### src/design/mkr_pkg.sv
// Shared types and constants for the MQTT keep-alive frame receiver.
package mkr_pkg;

  localparam int LEN_W  = 28;
  localparam int IDLE_W = 26;

  // Parse phases
  localparam logic [1:0] PH_TYPE = 2'd0;
  localparam logic [1:0] PH_LEN  = 2'd1;
  localparam logic [1:0] PH_BODY = 2'd2;

  // Result events
  localparam logic [1:0] EV_PACKET    = 2'd0;
  localparam logic [1:0] EV_PINGREQ   = 2'd1;
  localparam logic [1:0] EV_TIMEOUT   = 2'd2;
  localparam logic [1:0] EV_MALFORMED = 2'd3;

  // Request kinds
  localparam logic REQ_BYTE = 1'b0;
  localparam logic REQ_TICK = 1'b1;

  localparam logic [3:0] TYPE_PINGREQ  = 4'd12;
  localparam logic [3:0] TYPE_PINGRESP = 4'd13;

  localparam logic [2:0] LEN_LAST_BYTE = 3'd3;

  localparam logic [IDLE_W-1:0] IDLE_MAX     = {IDLE_W{1'b1}};
  localparam logic [15:0]       KA_RESET     = 16'd15;
  localparam logic [9:0]        MS_PER_S     = 10'd1000;
  localparam logic [IDLE_W-1:0] LIMIT_RESET  = IDLE_W'(15 * 1000);

  typedef struct packed {
    logic       req_type;
    logic [7:0] rx_byte;
    logic       link_up;
  } item_t;

  typedef struct packed {
    logic [1:0]       event_res;
    logic [3:0]       packet_type;
    logic [LEN_W-1:0] remaining_length;
    logic             send_ping_response;
  } result_t;

endpackage

### src/design/mkr_if.sv
// Valid/ready channel interfaces for input items and result words.
interface mkr_in_if;
  logic       valid;
  logic       ready;
  logic       req_type;
  logic [7:0] rx_byte;
  logic       link_up;

  modport source(output valid, req_type, rx_byte, link_up, input ready);
  modport sink(input valid, req_type, rx_byte, link_up, output ready);
endinterface

interface mkr_out_if;
  logic        valid;
  logic        ready;
  logic [1:0]  event_res;
  logic [3:0]  packet_type;
  logic [27:0] remaining_length;
  logic        send_ping_response;

  modport source(output valid, event_res, packet_type, remaining_length,
                 send_ping_response, input ready);
  modport sink(input valid, event_res, packet_type, remaining_length,
               send_ping_response, output ready);
endinterface

### src/design/mkr_engine.sv
// Framing state, keep-alive counters and the per-word step logic.
module mkr_engine import mkr_pkg::*; (
  input  logic        clk,
  input  logic        rst_n,
  input  logic        fire,
  input  item_t       item,
  input  logic        cfg_we,
  input  logic [15:0] cfg_wdata,
  output logic        res_valid,
  output result_t     res
);

  logic [1:0]        phase_r, phase_nxt;
  logic [3:0]        type_r, type_nxt;
  logic [LEN_W-1:0]  accum_r, accum_nxt;
  logic [2:0]        cnt_r, cnt_nxt;
  logic [LEN_W-1:0]  body_r, body_nxt;
  logic [IDLE_W-1:0] idle_in_r, idle_in_nxt;
  logic [IDLE_W-1:0] idle_out_r, idle_out_nxt;
  logic              ping_r, ping_nxt;
  logic [IDLE_W-1:0] limit_r, limit_nxt;

  logic [LEN_W-1:0]  shifted;
  logic [LEN_W-1:0]  accum_new;
  logic [LEN_W-1:0]  body_inc;
  logic [IDLE_W-1:0] in_inc, out_inc;
  logic              is_pingreq;

  // Limit is kept in milliseconds so the tick path only compares.
  assign limit_nxt = cfg_we ? IDLE_W'(cfg_wdata) * IDLE_W'(MS_PER_S) : limit_r;

  always_comb begin
    unique case (cnt_r[1:0])
      2'd0: shifted = {21'b0, item.rx_byte[6:0]};
      2'd1: shifted = {14'b0, item.rx_byte[6:0], 7'b0};
      2'd2: shifted = {7'b0, item.rx_byte[6:0], 14'b0};
      2'd3: shifted = {item.rx_byte[6:0], 21'b0};
      default: shifted = '0;
    endcase
  end

  assign accum_new  = accum_r | shifted;
  assign body_inc   = body_r + LEN_W'(1);
  assign in_inc     = (idle_in_r < IDLE_MAX) ? idle_in_r + IDLE_W'(1) : idle_in_r;
  assign out_inc    = (idle_out_r < IDLE_MAX) ? idle_out_r + IDLE_W'(1) : idle_out_r;
  assign is_pingreq = (type_r == TYPE_PINGREQ);

  always_comb begin
    phase_nxt    = phase_r;
    type_nxt     = type_r;
    accum_nxt    = accum_r;
    cnt_nxt      = cnt_r;
    body_nxt     = body_r;
    idle_in_nxt  = idle_in_r;
    idle_out_nxt = idle_out_r;
    ping_nxt     = ping_r;
    res_valid    = 1'b0;
    res          = '0;

    if (fire) begin
      if (!item.link_up) begin
        phase_nxt    = PH_TYPE;
        type_nxt     = '0;
        accum_nxt    = '0;
        cnt_nxt      = '0;
        body_nxt     = '0;
        idle_in_nxt  = '0;
        idle_out_nxt = '0;
        ping_nxt     = 1'b0;
      end else if (item.req_type == REQ_TICK) begin
        idle_in_nxt  = in_inc;
        idle_out_nxt = out_inc;
        if (in_inc > limit_r || out_inc > limit_r) begin
          res_valid    = 1'b1;
          idle_in_nxt  = '0;
          idle_out_nxt = '0;
          if (ping_r) begin
            // connection considered closed: drop all framing state
            res.event_res = EV_TIMEOUT;
            phase_nxt     = PH_TYPE;
            type_nxt      = '0;
            accum_nxt     = '0;
            cnt_nxt       = '0;
            body_nxt      = '0;
            ping_nxt      = 1'b0;
          end else begin
            res.event_res = EV_PINGREQ;
            ping_nxt      = 1'b1;
          end
        end
      end else begin
        unique case (phase_r)
          PH_LEN: begin
            if (cnt_r > LEN_LAST_BYTE ||
                (cnt_r == LEN_LAST_BYTE && item.rx_byte[7])) begin
              res_valid       = 1'b1;
              res.event_res   = EV_MALFORMED;
              res.packet_type = type_r;
              phase_nxt       = PH_TYPE;
              accum_nxt       = '0;
              cnt_nxt         = '0;
            end else begin
              accum_nxt = accum_new;
              cnt_nxt   = cnt_r + 3'd1;
              if (!item.rx_byte[7]) begin
                if (accum_new == '0) begin
                  // zero length: complete on the last length byte
                  res_valid              = 1'b1;
                  res.event_res          = EV_PACKET;
                  res.packet_type        = type_r;
                  res.remaining_length   = accum_new;
                  res.send_ping_response = is_pingreq;
                  idle_in_nxt            = '0;
                  if (is_pingreq) idle_out_nxt = '0;
                  if (type_r == TYPE_PINGRESP) ping_nxt = 1'b0;
                  phase_nxt = PH_TYPE;
                  accum_nxt = '0;
                  cnt_nxt   = '0;
                  body_nxt  = '0;
                end else begin
                  phase_nxt = PH_BODY;
                  body_nxt  = '0;
                end
              end
            end
          end
          PH_BODY: begin
            body_nxt = body_inc;
            if (body_inc >= accum_r) begin
              res_valid              = 1'b1;
              res.event_res          = EV_PACKET;
              res.packet_type        = type_r;
              res.remaining_length   = accum_r;
              res.send_ping_response = is_pingreq;
              idle_in_nxt            = '0;
              if (is_pingreq) idle_out_nxt = '0;
              if (type_r == TYPE_PINGRESP) ping_nxt = 1'b0;
              phase_nxt = PH_TYPE;
              accum_nxt = '0;
              cnt_nxt   = '0;
              body_nxt  = '0;
            end
          end
          default: begin
            // type byte; the unused phase code lands here too
            type_nxt  = item.rx_byte[7:4];
            phase_nxt = PH_LEN;
            accum_nxt = '0;
            cnt_nxt   = '0;
            body_nxt  = '0;
          end
        endcase
      end
    end
  end

  always_ff @(posedge clk) begin
    if (!rst_n) begin
      phase_r    <= PH_TYPE;
      type_r     <= '0;
      accum_r    <= '0;
      cnt_r      <= '0;
      body_r     <= '0;
      idle_in_r  <= '0;
      idle_out_r <= '0;
      ping_r     <= 1'b0;
      limit_r    <= LIMIT_RESET;
    end else begin
      phase_r    <= phase_nxt;
      type_r     <= type_nxt;
      accum_r    <= accum_nxt;
      cnt_r      <= cnt_nxt;
      body_r     <= body_nxt;
      idle_in_r  <= idle_in_nxt;
      idle_out_r <= idle_out_nxt;
      ping_r     <= ping_nxt;
      limit_r    <= limit_nxt;
    end
  end

endmodule

### src/design/mkr_out_reg.sv
// Result register that drives the output channel.
module mkr_out_reg import mkr_pkg::*; (
  input  logic      clk,
  input  logic      rst_n,
  input  logic      load,
  input  logic      res_valid,
  input  result_t   res,
  mkr_out_if.source out_ch
);

  logic    valid_r, valid_nxt;
  result_t data_r;

  always_comb begin
    valid_nxt = valid_r;
    if (load) begin
      valid_nxt = res_valid;
    end else if (out_ch.ready) begin
      valid_nxt = 1'b0;
    end
  end

  always_ff @(posedge clk) begin
    if (!rst_n) begin
      valid_r <= 1'b0;
    end else begin
      valid_r <= valid_nxt;
    end
  end

  always_ff @(posedge clk) begin
    if (load && res_valid) begin
      data_r <= res;
    end
  end

  assign out_ch.valid              = valid_r;
  assign out_ch.event_res          = data_r.event_res;
  assign out_ch.packet_type        = data_r.packet_type;
  assign out_ch.remaining_length   = data_r.remaining_length;
  assign out_ch.send_ping_response = data_r.send_ping_response;

endmodule

### src/design/mqtt_keepalive_frame_receiver.sv
// Top level of the MQTT fixed-header framer and keep-alive monitor.
//
// in_ch carries one word per received byte or per millisecond tick, with
// link_up qualifying it; a word with link_up low clears all framing and
// keep-alive state and yields nothing. out_ch carries at most one result
// word per input word: packet received, send PINGREQ, keep-alive timeout
// or malformed length. cfg_we/cfg_wdata set the keep-alive interval in
// seconds (reset 15); write it only while no words are in flight.
// A word is taken into an input register, stepped through the framing
// logic once the output register is free or draining, and its result
// lands in the output register. in_ch takes one word per cycle while
// out_ch is not stalled. When out_ch stalls with a result held, the input
// register still takes one more word, and in_ch.ready drops only
// while both registers are full. Synchronous reset empties both
// registers and returns all state and the interval to reset values.
module mqtt_keepalive_frame_receiver import mkr_pkg::*; (
  input  logic        clk,
  input  logic        rst_n,
  mkr_in_if.sink      in_ch,
  mkr_out_if.source   out_ch,
  input  logic        cfg_we,
  input  logic [15:0] cfg_wdata
);

  logic    s1_valid_r, s1_valid_nxt;
  item_t   s1_item_r;
  logic    fire;
  logic    in_take;
  logic    res_valid;
  result_t res;

  // advance the held word when the result register is free or draining
  assign fire        = s1_valid_r && (!out_ch.valid || out_ch.ready);
  assign in_ch.ready = !s1_valid_r || fire;
  assign in_take     = in_ch.valid && in_ch.ready;

  always_comb begin
    s1_valid_nxt = s1_valid_r;
    if (in_take) begin
      s1_valid_nxt = 1'b1;
    end else if (fire) begin
      s1_valid_nxt = 1'b0;
    end
  end

  always_ff @(posedge clk) begin
    if (!rst_n) begin
      s1_valid_r <= 1'b0;
    end else begin
      s1_valid_r <= s1_valid_nxt;
    end
  end

  always_ff @(posedge clk) begin
    if (in_take) begin
      s1_item_r.req_type <= in_ch.req_type;
      s1_item_r.rx_byte  <= in_ch.rx_byte;
      s1_item_r.link_up  <= in_ch.link_up;
    end
  end

  mkr_engine u_engine (
    .clk       (clk),
    .rst_n     (rst_n),
    .fire      (fire),
    .item      (s1_item_r),
    .cfg_we    (cfg_we),
    .cfg_wdata (cfg_wdata),
    .res_valid (res_valid),
    .res       (res)
  );

  mkr_out_reg u_out_reg (
    .clk       (clk),
    .rst_n     (rst_n),
    .load      (fire),
    .res_valid (res_valid),
    .res       (res),
    .out_ch    (out_ch)
  );

  a_link_down_silent: assert property (@(posedge clk) disable iff (!rst_n)
    fire && !s1_item_r.link_up |=> !out_ch.valid)
    else $error("link-down word produced a result");

  a_ready_low_only_full: assert property (@(posedge clk) disable iff (!rst_n)
    !in_ch.ready |-> s1_valid_r && out_ch.valid && !out_ch.ready)
    else $error("input stalled without both registers full");

  a_timeout_fields_zero: assert property (@(posedge clk) disable iff (!rst_n)
    out_ch.valid && (out_ch.event_res == EV_TIMEOUT || out_ch.event_res == EV_PINGREQ)
    |-> out_ch.packet_type == 4'd0 && out_ch.remaining_length == '0 &&
        !out_ch.send_ping_response)
    else $error("keep-alive result carries packet fields");

endmodule

### src/flat_wrapper.sv
// flat-port wrapper written by rule: the top's interface ports become plain ports
module mqtt_keepalive_frame_receiver_flat import mkr_pkg::*;
  (clk, rst_n, cfg_we, cfg_wdata, in_ch_valid, in_ch_req_type, in_ch_rx_byte, in_ch_link_up, in_ch_ready, out_ch_valid, out_ch_event_res, out_ch_packet_type, out_ch_remaining_length, out_ch_send_ping_response, out_ch_ready);
  mkr_in_if in_ch_i ();
  mkr_out_if out_ch_i ();
  input  logic clk;
  input  logic rst_n;
  input  logic cfg_we;
  input  logic [15:0] cfg_wdata;
  input wire logic [$bits(in_ch_i.valid)-1:0] in_ch_valid;
  input wire logic [$bits(in_ch_i.req_type)-1:0] in_ch_req_type;
  input wire logic [$bits(in_ch_i.rx_byte)-1:0] in_ch_rx_byte;
  input wire logic [$bits(in_ch_i.link_up)-1:0] in_ch_link_up;
  output wire logic [$bits(in_ch_i.ready)-1:0] in_ch_ready;
  output wire logic [$bits(out_ch_i.valid)-1:0] out_ch_valid;
  output wire logic [$bits(out_ch_i.event_res)-1:0] out_ch_event_res;
  output wire logic [$bits(out_ch_i.packet_type)-1:0] out_ch_packet_type;
  output wire logic [$bits(out_ch_i.remaining_length)-1:0] out_ch_remaining_length;
  output wire logic [$bits(out_ch_i.send_ping_response)-1:0] out_ch_send_ping_response;
  input wire logic [$bits(out_ch_i.ready)-1:0] out_ch_ready;
  assign in_ch_i.valid = in_ch_valid;
  assign in_ch_i.req_type = in_ch_req_type;
  assign in_ch_i.rx_byte = in_ch_rx_byte;
  assign in_ch_i.link_up = in_ch_link_up;
  assign in_ch_ready = in_ch_i.ready;
  assign out_ch_valid = out_ch_i.valid;
  assign out_ch_event_res = out_ch_i.event_res;
  assign out_ch_packet_type = out_ch_i.packet_type;
  assign out_ch_remaining_length = out_ch_i.remaining_length;
  assign out_ch_send_ping_response = out_ch_i.send_ping_response;
  assign out_ch_i.ready = out_ch_ready;
  mqtt_keepalive_frame_receiver u_core (.clk(clk), .rst_n(rst_n), .in_ch(in_ch_i), .out_ch(out_ch_i), .cfg_we(cfg_we), .cfg_wdata(cfg_wdata));
endmodule
### config.mk
export PLATFORM = sky130hd
export DESIGN_NAME = mqtt_keepalive_frame_receiver_flat
export DESIGN_NICKNAME = d
export VERILOG_FILES = /design/src/design/mkr_pkg.sv /design/src/design/mkr_if.sv /design/src/design/mkr_engine.sv /design/src/design/mkr_out_reg.sv /design/src/design/mqtt_keepalive_frame_receiver.sv /design/src/flat_wrapper.sv
export SDC_FILE = /design/constraint.sdc
export NUM_CORES = 1
export LEC_CHECK = 0
export BUFFER_PORTS_ARGS = -buffer_cell sky130_fd_sc_hd__buf_2
export CORE_MARGIN = 1.5
export CORE_UTILIZATION = 36
export CTS_CLUSTER_DIAMETER = 30
export DETAILED_ROUTE_END_ITERATION = 8
export PLACE_DENSITY_LB_ADDON = 0.05
export SETUP_SLACK_MARGIN = 0.1
export SYNTH_ARGS = -nofsm -noshare
export SYNTH_HDL_FRONTEND = slang
export SYNTH_SLANG_ARGS = --single-unit
### constraint.sdc
create_clock -name clk -period 5 [get_ports clk]
set_input_delay 0.25 -clock clk [delete_from_list [all_inputs] [get_ports clk]]
set_output_delay 0.25 -clock clk [all_outputs]
set_load 0.01 [all_outputs]
==> After elaboration in Yosys (flattened, before gate mapping) <==
Cells that the tools add are included.
{ "classes": {"bitwise_logic": 3, "n_reduce_logical": 23, "order_cmp": 6, "add_sub_neg": 4, "mux": 90, "multipliers": 1, "eq_ne": 17} }
{ "ops": {"columns": ["operator", "count"], "rows": [
  ["$mux 26", 17],
  ["$mux 28", 13],
  ["$pmux 28 s2", 2],
  ["$pmux 28 s4", 1],
  ["$pmux 26 s2", 2],
  ["$mux 33", 3],
  ["$pmux 35 s2", 1],
  ["$add 26x1->26 const B", 2],
  ["$gt 26x26->1", 2],
  ["$lt 26x26->1 const B", 2],
  ["$mux 29", 1],
  ["$add 28x1->28 const B", 1],
  ["$ge 28x28->1", 1],
  ["$logic_not 28->1", 1],
  ["$or 28x28->28", 1],
  ["$mux 3", 8],
  ["$mul 16x7->23 const B", 1],
  ["$mux 2", 11],
  ["$mux 1", 21],
  ["$mux 4", 5],
  ["$ne 4x3->1 const B", 5],
  ["$reduce_and 5->1", 2],
  ["$eq 4x4->1 const B", 2],
  ["$reduce_and 4->1", 2],
  ["other kinds (23)", 37]
]} }
{ "totals": {"wordCells": 162, "regBits": 188} }

==> Depth between registers and ports, before layout <==
Gate-level depths: netlist of run 1.
{ "depth": {"ltp_word": 12, "mapped_depth": 20, "depth_no_buf": 17} }

==> Hierarchy <==
Synthesis of run 1 repeated with hierarchy kept, for this count alone.
{ "unflattened": {"cells_unflattened": 1519, "hier_area_um2": 13778.2} }
{ "by_module_without_submodules": {"columns": ["module", "area_per_inst_um2", "cells_per_inst", "n_inst", "seq_area_each_um2"], "rows": [
  ["mkr_engine", 12308.1, 1463, 1, 2822.7],
  ["mkr_out_reg", 1094.8, 39, 1, 1071.0],
  ["mqtt_keepalive_frame_receiver", 375.4, 17, 1, 320.3]
]} }

==> Worst setup path before layout of run 1 <==
OpenSTA, ideal clock, no wires.
{ "synth_timing": {"path_kind": "flip-flop to flip-flop", "startpoint": "register u_core.u_engine.idle_out_r[10]", "endpoint": "register u_core.u_out_reg.data_r, in the netlist u_core.u_out_reg.out_ch.event_res[0] (enable)", "path_slack_ns": 0.126, "arrival_ns": 4.476, "path_stages_with_launch": 18, "setup_time_ns": 0.398, "required_time_ns": 4.602, "synth_period_minus_slack_ns": 4.874, "cell_sequence": "dfxtp_1 clkbuf_1 nand4_1 nor4_1 nand4_1 and4_1 clkbuf_1 nand3b_1 nor2_1 xor2_1 ha_1 nand4_1 nor3_1 mux2i_1 a22oi_1 nor3_1 inv_1 nand2b_1"} }
{ "synth_between": {"elab_chain_cells": 9, "elab_cells_between_ends": 10} }
{ "synth_rtl": {"columns": ["item", "line_no", "rtl"], "rows": [
  ["start, declared", "mkr_engine.sv:19", "logic [IDLE_W-1:0] idle_out_r, idle_out_nxt;"],
  ["start signal, assigned", "mkr_engine.sv:175", "idle_out_r <= idle_out_nxt;"],
  ["$add 26x1->26 or $lt 26x26->1 (tied branches)", "mkr_engine.sv:45", "assign out_inc = (idle_out_r < IDLE_MAX) ? idle_out_r + IDLE_W'(1) : idle_out_r;"],
  ["$mux 26 (*)", "mkr_engine.sv:45", null],
  ["$gt 26x26->1 (*)", "mkr_engine.sv:73", "if (in_inc > limit_r || out_inc > limit_r) begin"],
  ["$logic_or 1x1->1 (*)", "mkr_engine.sv:73", null],
  ["$mux 1 (*)", "mkr_engine.sv:73", null],
  ["$mux 1 (*)", "mkr_engine.sv:70", "end else if (item.req_type == REQ_TICK) begin"],
  ["$mux 1 (*)", "mkr_engine.sv:61", "if (!item.link_up) begin"],
  ["$mux 1 (*)", "mkr_engine.sv:60", "if (fire) begin"],
  ["$logic_and 1x1->1 (*)", "mkr_out_reg.sv:32", "if (load && res_valid) begin"],
  ["end signal, assigned", "mkr_out_reg.sv:33", "data_r <= res;"],
  ["end, declared", "mkr_out_reg.sv:12", "result_t data_r;"]
]} }
Every way passes the cells marked *; elsewhere a longest branch is shown, timed or not.
A chain may end at the register's enable or synchronous reset.

==> Worst setup path after layout of run 1 <==
{ "layout_timing": {"startpoint": "register u_core.u_engine.idle_out_r[0]", "endpoint": "register u_core.u_engine.accum_r[0]"} }
{ "layout_between": {"elab_chain_cells": 6, "elab_cells_between_ends": 7} }
{ "layout_rtl": {"columns": ["item", "line_no", "rtl"], "rows": [
  ["$add 26x1->26 or $lt 26x26->1 (tied branches)", "mkr_engine.sv:45", null],
  ["$mux 26 (*)", "mkr_engine.sv:45", null],
  ["$gt 26x26->1 (*)", "mkr_engine.sv:73", null],
  ["$logic_or 1x1->1 (*)", "mkr_engine.sv:73", null],
  ["$ne 3x3->1 (no source line) (*)", null, null],
  ["$reduce_and 4->1 (no source line) (*)", null, null],
  ["end signal, assigned", "mkr_engine.sv:171", "accum_r <= accum_nxt;"],
  ["end, declared", "mkr_engine.sv:15", "logic [LEN_W-1:0] accum_r, accum_nxt;"]
]} }
Marks and branches as above.

==> reports/qor.txt, run 1 <==
CP Launch Type: flip-flop
First-pass GRT wire length: 59500 µm
PnR worst setup slack: 0.426 ns
Post-route DRC: 0
Share of synthesized flip-flops with an asynchronous set or reset: 0
Area contributors post-synth: dfxtp_1, ha_1, edfxtp_1
Area Growth Syn to Fin: 15.1%
VDD IR max: 0.256 mV
Setup violations, final: 0
Flop pwr share: 0.329
CP max stage cell: dfxtp_1
Post-CTS Setup Bufs: 0
Most frequent CP cell: buf_4
R2R Setup Slk: 0.43 ns
Top cells by instance count after synthesis: inv_1, dfxtp_1, ha_1
# port buffers: 67
Delay-heaviest family, CP: simple AND/OR/NAND/NOR gates
Synthesized area: 13300 µm²
Share of cells above drive strength 1: 0.121
Worst Min Path Start: in_ch_valid
Die area: 38000 µm²
Largest net degree at the start of global routing: 71
Core Util, Final: 0.419
Slew @ Worst Pin: 0.838 ns
Iter 0 DRT Violations: 479
Filler cell count: 3651
HP Class: in -> reg
Slew headroom: 0.433
Max-Cap Viols: 0
Initial Utilization: 0.364
Reg2reg end: u_core.u_engine.accum_r[0]$_SDFFE_PN0P_
CTS tree: yes
Place WS: 0.0494 ns
PwrDens: 330 nW/µm²
Most frequent cell after synthesis: inv_1
Worst reg2reg startpoint: u_core.u_engine.idle_out_r[0]$_SDFFE_PN0P_
Pleak: 6.46 nW
N_diodes: 0
Min Tclk post-route: 4.57 ns
Yosys warning total: 0
Vias: 10.9k
Floorplan row count: 70
Skew-Pair Late Insertion Delay: 0.46 ns
Initial antenna violation count: 0
Worst EP arrival: 4.92 ns
Switch share: 0.377
Post-synth top area share: 0.216
Req. time, crit path: 5.35 ns
Clock-pin slew of the registers on the worst-case setup and hold paths: 0.08 ns
Die W: 195 µm
Cell count after synthesis: 1487
Final TNS setup: 0 ns
CTS Buffer Depth: 2
WL final: 37000 µm
Via density per instance: 5.30
Die height: 195 µm
Clock Power Share: 0.272
Period utilisation layout: 0.915
Final Max Tran Viols: 0
CTS H-Tree Depth: 4
CTS root buffer: clkbuf_16
Synthesized area per cell: 8.91 µm²
Pint: 0.00313 W
Sink Count: 188
Number of global-route vias before repair: 10.9k
Antenna Nets Post-Route: 0
I/O pins: 68
Design Area, Final: 15300 µm²
Routed length per instance: 17.9 µm
Worst-path fanout max: 34
Core Area: 36400 µm²
Final Hold Vio Count: 0
Syn_nets: 1709
Crit-path cells: ha_1 -> nand2_1 -> nor4_1 -> nand4_1 -> and4_1 -> buf_4 -> nor2_1 -> ha_1 -> and3_1 -> a221o_1 -> a31oi_1 -> o211ai_1 -> a221oi_4 -> buf_4 -> buf_4 -> a311oi_4 -> buf_12 -> a31oi_1 -> nor2_1
RSZ-0062 raised after global routing: false
Post-DP HPWL: 28200 µm
Outcome: complete, no violations
Distinct cells, synth: 71
Number of synthesized register bits: 188
Total CTS buffers: 17
Critical path class: reg -> reg
Post-synth top area cell: dfxtp_1
Final Skew: 0.0153 ns
First drt pass iteration count: 4
Nets: 1807
Reg2Reg Depth: 19
Sw Pwr: 0.00190 W
Max stage delay on crit path: 0.40 ns
Logic pwr share: 0.398
F_max: 219 MHz
Total track usage: 0.201
Prevailing post-synth register cell: dfxtp_1
Worst Path Buf+Inv: 4
GRT overflow: 0
GPL Wtd Cong: 0.806
Crit. End Element: flip-flop
Terminating pin of the worst hold path: u_core.s1_valid_r$_SDFFE_PN0P_
Seq/Total Area, Yosys: 0.318
Dpl cell area: 14500 µm²
EDFF count, synth: 45
Worst Hold Depth: 3
==> cells by family after synthesis <==
group           after synthesis  synth area share
xor+xnor                     85            0.0562
compound gates              300             0.154
buf+inv                     222            0.0651
mux                          14            0.0106
flops                       188             0.318
fa+ha+maj                   191             0.211
simple gates                487             0.185
==> metal layers <==
| metal | GRT usage | up-vias | wire length, µm |
|---|---|---|---|
| met1 | 0.244 | 5266 | 16500 |
| met5 | 0 | - | 0 |
| met3 | 0.0293 | 29 | 847 |
| li1 | - | 5505 | - |
| met4 | 0.0580 | 0 | 722 |
| met2 | 0.366 | 142 | 18900 |
==> flip-flops by register name, indices dropped and copies added (netlist names) <==
register / flops
u_core.u_engine.accum_r: 28
u_core.u_engine.idle_out_r: 26
u_core.u_engine.ping_r: 1
u_core.u_out_reg.out_ch.remaining_length: 28
u_core.s1_item_r: 10
u_core.u_out_reg.out_ch.event_res: 2
u_core.u_engine.type_r: 4
u_core.s1_valid_r: 1
u_core.u_engine.limit_r: 23
u_core.u_engine.phase_r: 2
u_core.u_out_reg.out_ch.valid: 1
u_core.u_out_reg.out_ch.send_ping_response: 1
u_core.u_engine.idle_in_r: 26
u_core.u_engine.body_r: 28
u_core.u_out_reg.out_ch.packet_type: 4
u_core.u_engine.cnt_r: 3
==> power by group through the flow <==
stage	clock network, W	logic, W	registers [W]
after detailed placement	0	0.00202	0.00169
after global routing	0.00147	0.00233	0.00167
after global placement	0	0.00201	0.00169
after CTS	0.00142	0.00204	0.00166
final	0.00137	0.00200	0.00166
after floorplan	0	0.00152	0.00167
==> what timing repair did <==
| item | 4_1_cts | 5_1_grt |
|---|---|---|
| endpoints found under the hold margin | 8 | 0 |
| gates resized for setup | 2 | 18 |
| setup endpoints to repair | 49 | 139 |
| hold buffers | 8 | 0 |
==> worst min-delay path: cells and delay by family <==
kind | cells | cell delay (ns)
buffers and inverters | 1 | 0.09
and+or+nand+nor | 1 | 0.07
AOI/OAI and AO/OA | 1 | 0.04
==> worst max path at each step <==
| stage | end | cells after the start | slack (ns) | from |
|---|---|---|---|---|
| 4_1_cts | u_core.u_engine.idle_in_r[24]$_SDFFE_PN0P_ | 21 | 0.12 | u_core.u_engine.idle_in_r[1]$_SDFFE_PN0P_ |
| 2_1_floorplan | u_core.u_out_reg.out_ch.event_res[0]$_SDFFCE_PN0P_ | 17 | 0.13 | u_core.u_engine.idle_out_r[10]$_SDFFE_PN0P_ |
| 3_5_place_dp | u_core.u_out_reg.out_ch.remaining_length[11]$_SDFFCE_PP0P_ | 16 | 0.05 | u_core.u_engine.body_r[0]$_SDFFE_PN0P_ |
| 3_3_place_gp | u_core.u_engine.limit_r[24]$_SDFFE_PN0P_ | 16 | 0.06 | cfg_wdata[0] |
| 6_report | u_core.u_engine.accum_r[0]$_SDFFE_PN0P_ | 19 | 0.43 | u_core.u_engine.idle_out_r[0]$_SDFFE_PN0P_ |
| 5_1_grt | u_core.u_out_reg.out_ch.remaining_length[6]$_SDFFCE_PP0P_ | 16 | 0.11 | u_core.u_engine.body_r[0]$_SDFFE_PN0P_ |
==> per-stage QoR <==
step	std cells	total power [W]	hold WS, ns
after floorplan	1487	0.00319	0.349
after global placement	2026	0.00370	0.435
after detailed placement	2026	0.00372	0.434
after CTS	2066	0.00512	0.00282
after global routing	2066	0.00547	0.00204
final	2066	0.00503	0.0263
==> final cells by class <==
class / instances / area, µm² / share of cell area
clock buffers: 19 / 453 / 0.0297
clock inverters: 13 / 125 / 0.00820
inverters: 159 / 597 / 0.0391
multi-input cells: 1077 / 8300 / 0.544
flip-flops and latches: 188 / 4210 / 0.276
well taps: 468 / 586 / 0.0384
repair buffers: 142 / 985 / 0.0645
==> layout by cell type, fill, tap and decap left out, types with 6 or more instances in the layout <==
| cell | count |
|---|---|
| a211o_1 | 6 |
| a211oi_1 | 9 |
| a21o_1 | 12 |
| a21oi_1 | 92 |
| a22o_1 | 38 |
| a31oi_1 | 6 |
| and2_1 | 11 |
| and3_1 | 15 |
| and4_1 | 7 |
| buf_2 | 67 |
| buf_4 | 61 |
| clkbuf_16 | 17 |
| dfxtp_1 | 143 |
| dlygate4sd3_1 | 8 |
| edfxtp_1 | 45 |
| fa_1 | 54 |
| ha_1 | 137 |
| inv_1 | 159 |
| mux2i_1 | 13 |
| nand2_1 | 112 |
| nand2b_1 | 6 |
| nand3_1 | 85 |
| nand3b_1 | 9 |
| nand4_1 | 48 |
| nor2_1 | 83 |
| nor2b_1 | 11 |
| nor3_1 | 47 |
| nor4_1 | 14 |
| o211ai_1 | 12 |
| o21ai_0 | 48 |
| o22ai_1 | 10 |
| o31ai_1 | 10 |
| or3_1 | 8 |
| or4_1 | 12 |
| xnor2_1 | 58 |
| xor2_1 | 27 |
Power figures use the tool's default switching activity.
==> inputs of run 2 (changes only) <==
--- a/config.mk
+++ b/config.mk
@@ -7,7 +7,7 @@
 export LEC_CHECK = 0
 export BUFFER_PORTS_ARGS = -buffer_cell sky130_fd_sc_hd__buf_2
 export CORE_MARGIN = 1.5
-export CORE_UTILIZATION = 36
+export CORE_UTILIZATION = 57
 export CTS_CLUSTER_DIAMETER = 30
 export DETAILED_ROUTE_END_ITERATION = 8
 export PLACE_DENSITY_LB_ADDON = 0.05
==> reports/qor.txt, run 2 (same netlist as run 1, synthesis figures left out) <==
Max stage delay on crit path: 0.40 ns
Period utilisation layout: 0.912
Iter 0 DRT Violations: 629
Outcome: complete, no violations
Tot Pwr: 0.00510 W
WL final: 32500 µm
Share of cells above drive strength 1: 0.110
Setup violations, final: 0
CP max stage cell: dfxtp_1
Final TNS setup: 0 ns
Initial antenna violation count: 0
Final Skew: 0.0203 ns
Worst EP arrival: 4.88 ns
HP Class: in -> reg
Max-Cap Viols: 0
PwrDens: 342 nW/µm²
VDD IR max: 0.264 mV
Critical path class: reg -> reg
Commonest cells after routing, fill and taps aside: inv_1, dfxtp_1, ha_1
GRT overflow: 0
Vias: 11.0k
Floorplan row count: 55
Logic pwr share: 0.386
Core Area: 22700 µm²
# port buffers: 67
CP Launch Type: flip-flop
Worst-path fanout max: 19
F_max: 219 MHz
CTS root buffer: clkbuf_16
Largest net degree at the start of global routing: 71
CTS tree: yes
Slew headroom: 0.279
First-pass GRT wire length: 53800 µm
Switch share: 0.383
Post-route DRC: 0
Die W: 155 µm
Min Tclk post-route: 4.56 ns
Final Max Tran Viols: 0
RSZ-0062 raised after global routing: false
Flop pwr share: 0.325
Number of global-route vias before repair: 10.9k
Antenna Nets Post-Route: 0
CTS Buffer Depth: 2
I/O pins: 68
Total CTS buffers: 17
Routed length per instance: 17.4 µm
Req. time, crit path: 5.33 ns
Post-DP HPWL: 24600 µm
Pint: 0.00315 W
First drt pass iteration count: 7
N_diodes: 0
Clock-pin slew of the registers on the worst-case setup and hold paths: 0.09 ns
Pleak: 6.39 nW
Sink Count: 188
Area Growth Syn to Fin: 12.6%
Skew-Pair Late Insertion Delay: 0.45 ns
Nets: 1788
Via density per instance: 5.92
Crit-path cells: ha_1 -> nand2_1 -> nor4_1 -> nand4_1 -> buf_4 -> nand4_1 -> nor2_1 -> xnor2_1 -> ha_1 -> and3_1 -> a221o_1 -> a31oi_1 -> o211ai_1 -> a221oi_4 -> buf_4 -> buf_6 -> nor2_1 -> buf_4 -> nand2_1 -> o22ai_1
Final Hold Vio Count: 0
CTS H-Tree Depth: 4
Sw Pwr: 0.00195 W
Crit. End Element: flip-flop
Clock Power Share: 0.289
Die area: 24200 µm²
Initial Utilization: 0.584
Most frequent CP cell: buf_4
GPL Wtd Cong: 0.943
Most common cell after layout, fill and taps aside: inv_1
Die height: 155 µm
Slew @ Worst Pin: 1.08 ns
Total track usage: 0.280
[run 2: cell count changes in the layout (fill, tap and decap cells not counted), moves of 2 or more]
cell	change
buf_4	-18
clkinv_2	-2
inv_8	-5
nor4_1	+2
clkbuf_8	-2
inv_12	+7
inv_6	+3
clkinv_4	-4
clkinv_8	+3
[run 2: path summary, 6_finish.rpt]
check,to,slack (ns),cells past startpoint,from
worst max-delay path,u_core.u_engine.body_r[24]$_SDFFE_PN0P_,0.44,20,u_core.u_engine.idle_out_r[0]$_SDFFE_PN0P_
worst min register to register,u_core.u_engine.limit_r[21]$_SDFFE_PN0P_,0.48,2,u_core.u_engine.limit_r[21]$_SDFFE_PN0P_
worst min-delay path,u_core.s1_item_r[9]$_DFFE_PP_,0.02,1,in_ch_req_type
worst max register to register,u_core.u_engine.body_r[24]$_SDFFE_PN0P_,0.44,20,u_core.u_engine.idle_out_r[0]$_SDFFE_PN0P_
[run 2: repair_timing]
action                                  4_1_cts  5_1_grt
hold endpoints to repair                      8        0
buffers inserted                              0        2
endpoints found under the setup margin        0      101
resized for setup                             0       18
hold buffers                                  8        0
[run 2: routing by layer]
layer / GRT usage / share of wire / routed length, µm
met5: 0 / 0 / 0
met4: 0.130 / 0.040 / 1300
met2: 0.496 / 0.50 / 16200
met3: 0.0351 / 0.039 / 1280
met1: 0.339 / 0.42 / 13800
[run 2: cell type report]
type,instances,area (µm²)
clock buffer,17,425
clock inverter,15,225
fill,1920,7790
inverter,159,597
multi-input combinational,1077,8280
sequential,188,4210
tap,285,357
timing repair buffer,123,830
[run 2: worst max-delay path: cells and delay by family, from the launching register on]
kind	cells	cell delay (ns)
adder cells (fa/ha/maj)	2	0.50
flip-flops	1	0.40
AO/OA/AOI/OAI	5	1.27
AND/OR/NAND/NOR	8	1.25
buffers and inverters	4	0.78
XOR/XNOR	1	0.25
[run 2: power by group through the flow]
stage | clock network, W | logic, W | registers [W]
after floorplan | 0 | 0.00152 | 0.00167
after global placement | 0 | 0.00192 | 0.00169
after detailed placement | 0 | 0.00195 | 0.00169
after CTS | 0.00150 | 0.00197 | 0.00166
after global routing | 0.00155 | 0.00227 | 0.00166
final | 0.00148 | 0.00197 | 0.00166
[run 2: stage by stage]
stage | instance area [µm²] | utilization | cells | setup WS [ns] | hold slack [ns]
floorplan | 13300 | - | 1487 | 0.126 | 0.349
global placement | 14100 | 0.621 | 1822 | 0.290 | 0.437
detailed placement | 14100 | 0.621 | 1822 | 0.202 | 0.433
CTS | 14800 | 0.653 | 1862 | 0.155 | 0.00479
global route | 14900 | 0.657 | 1864 | 0.127 | 0.0111
finish | 14900 | 0.657 | 1864 | 0.442 | 0.0219
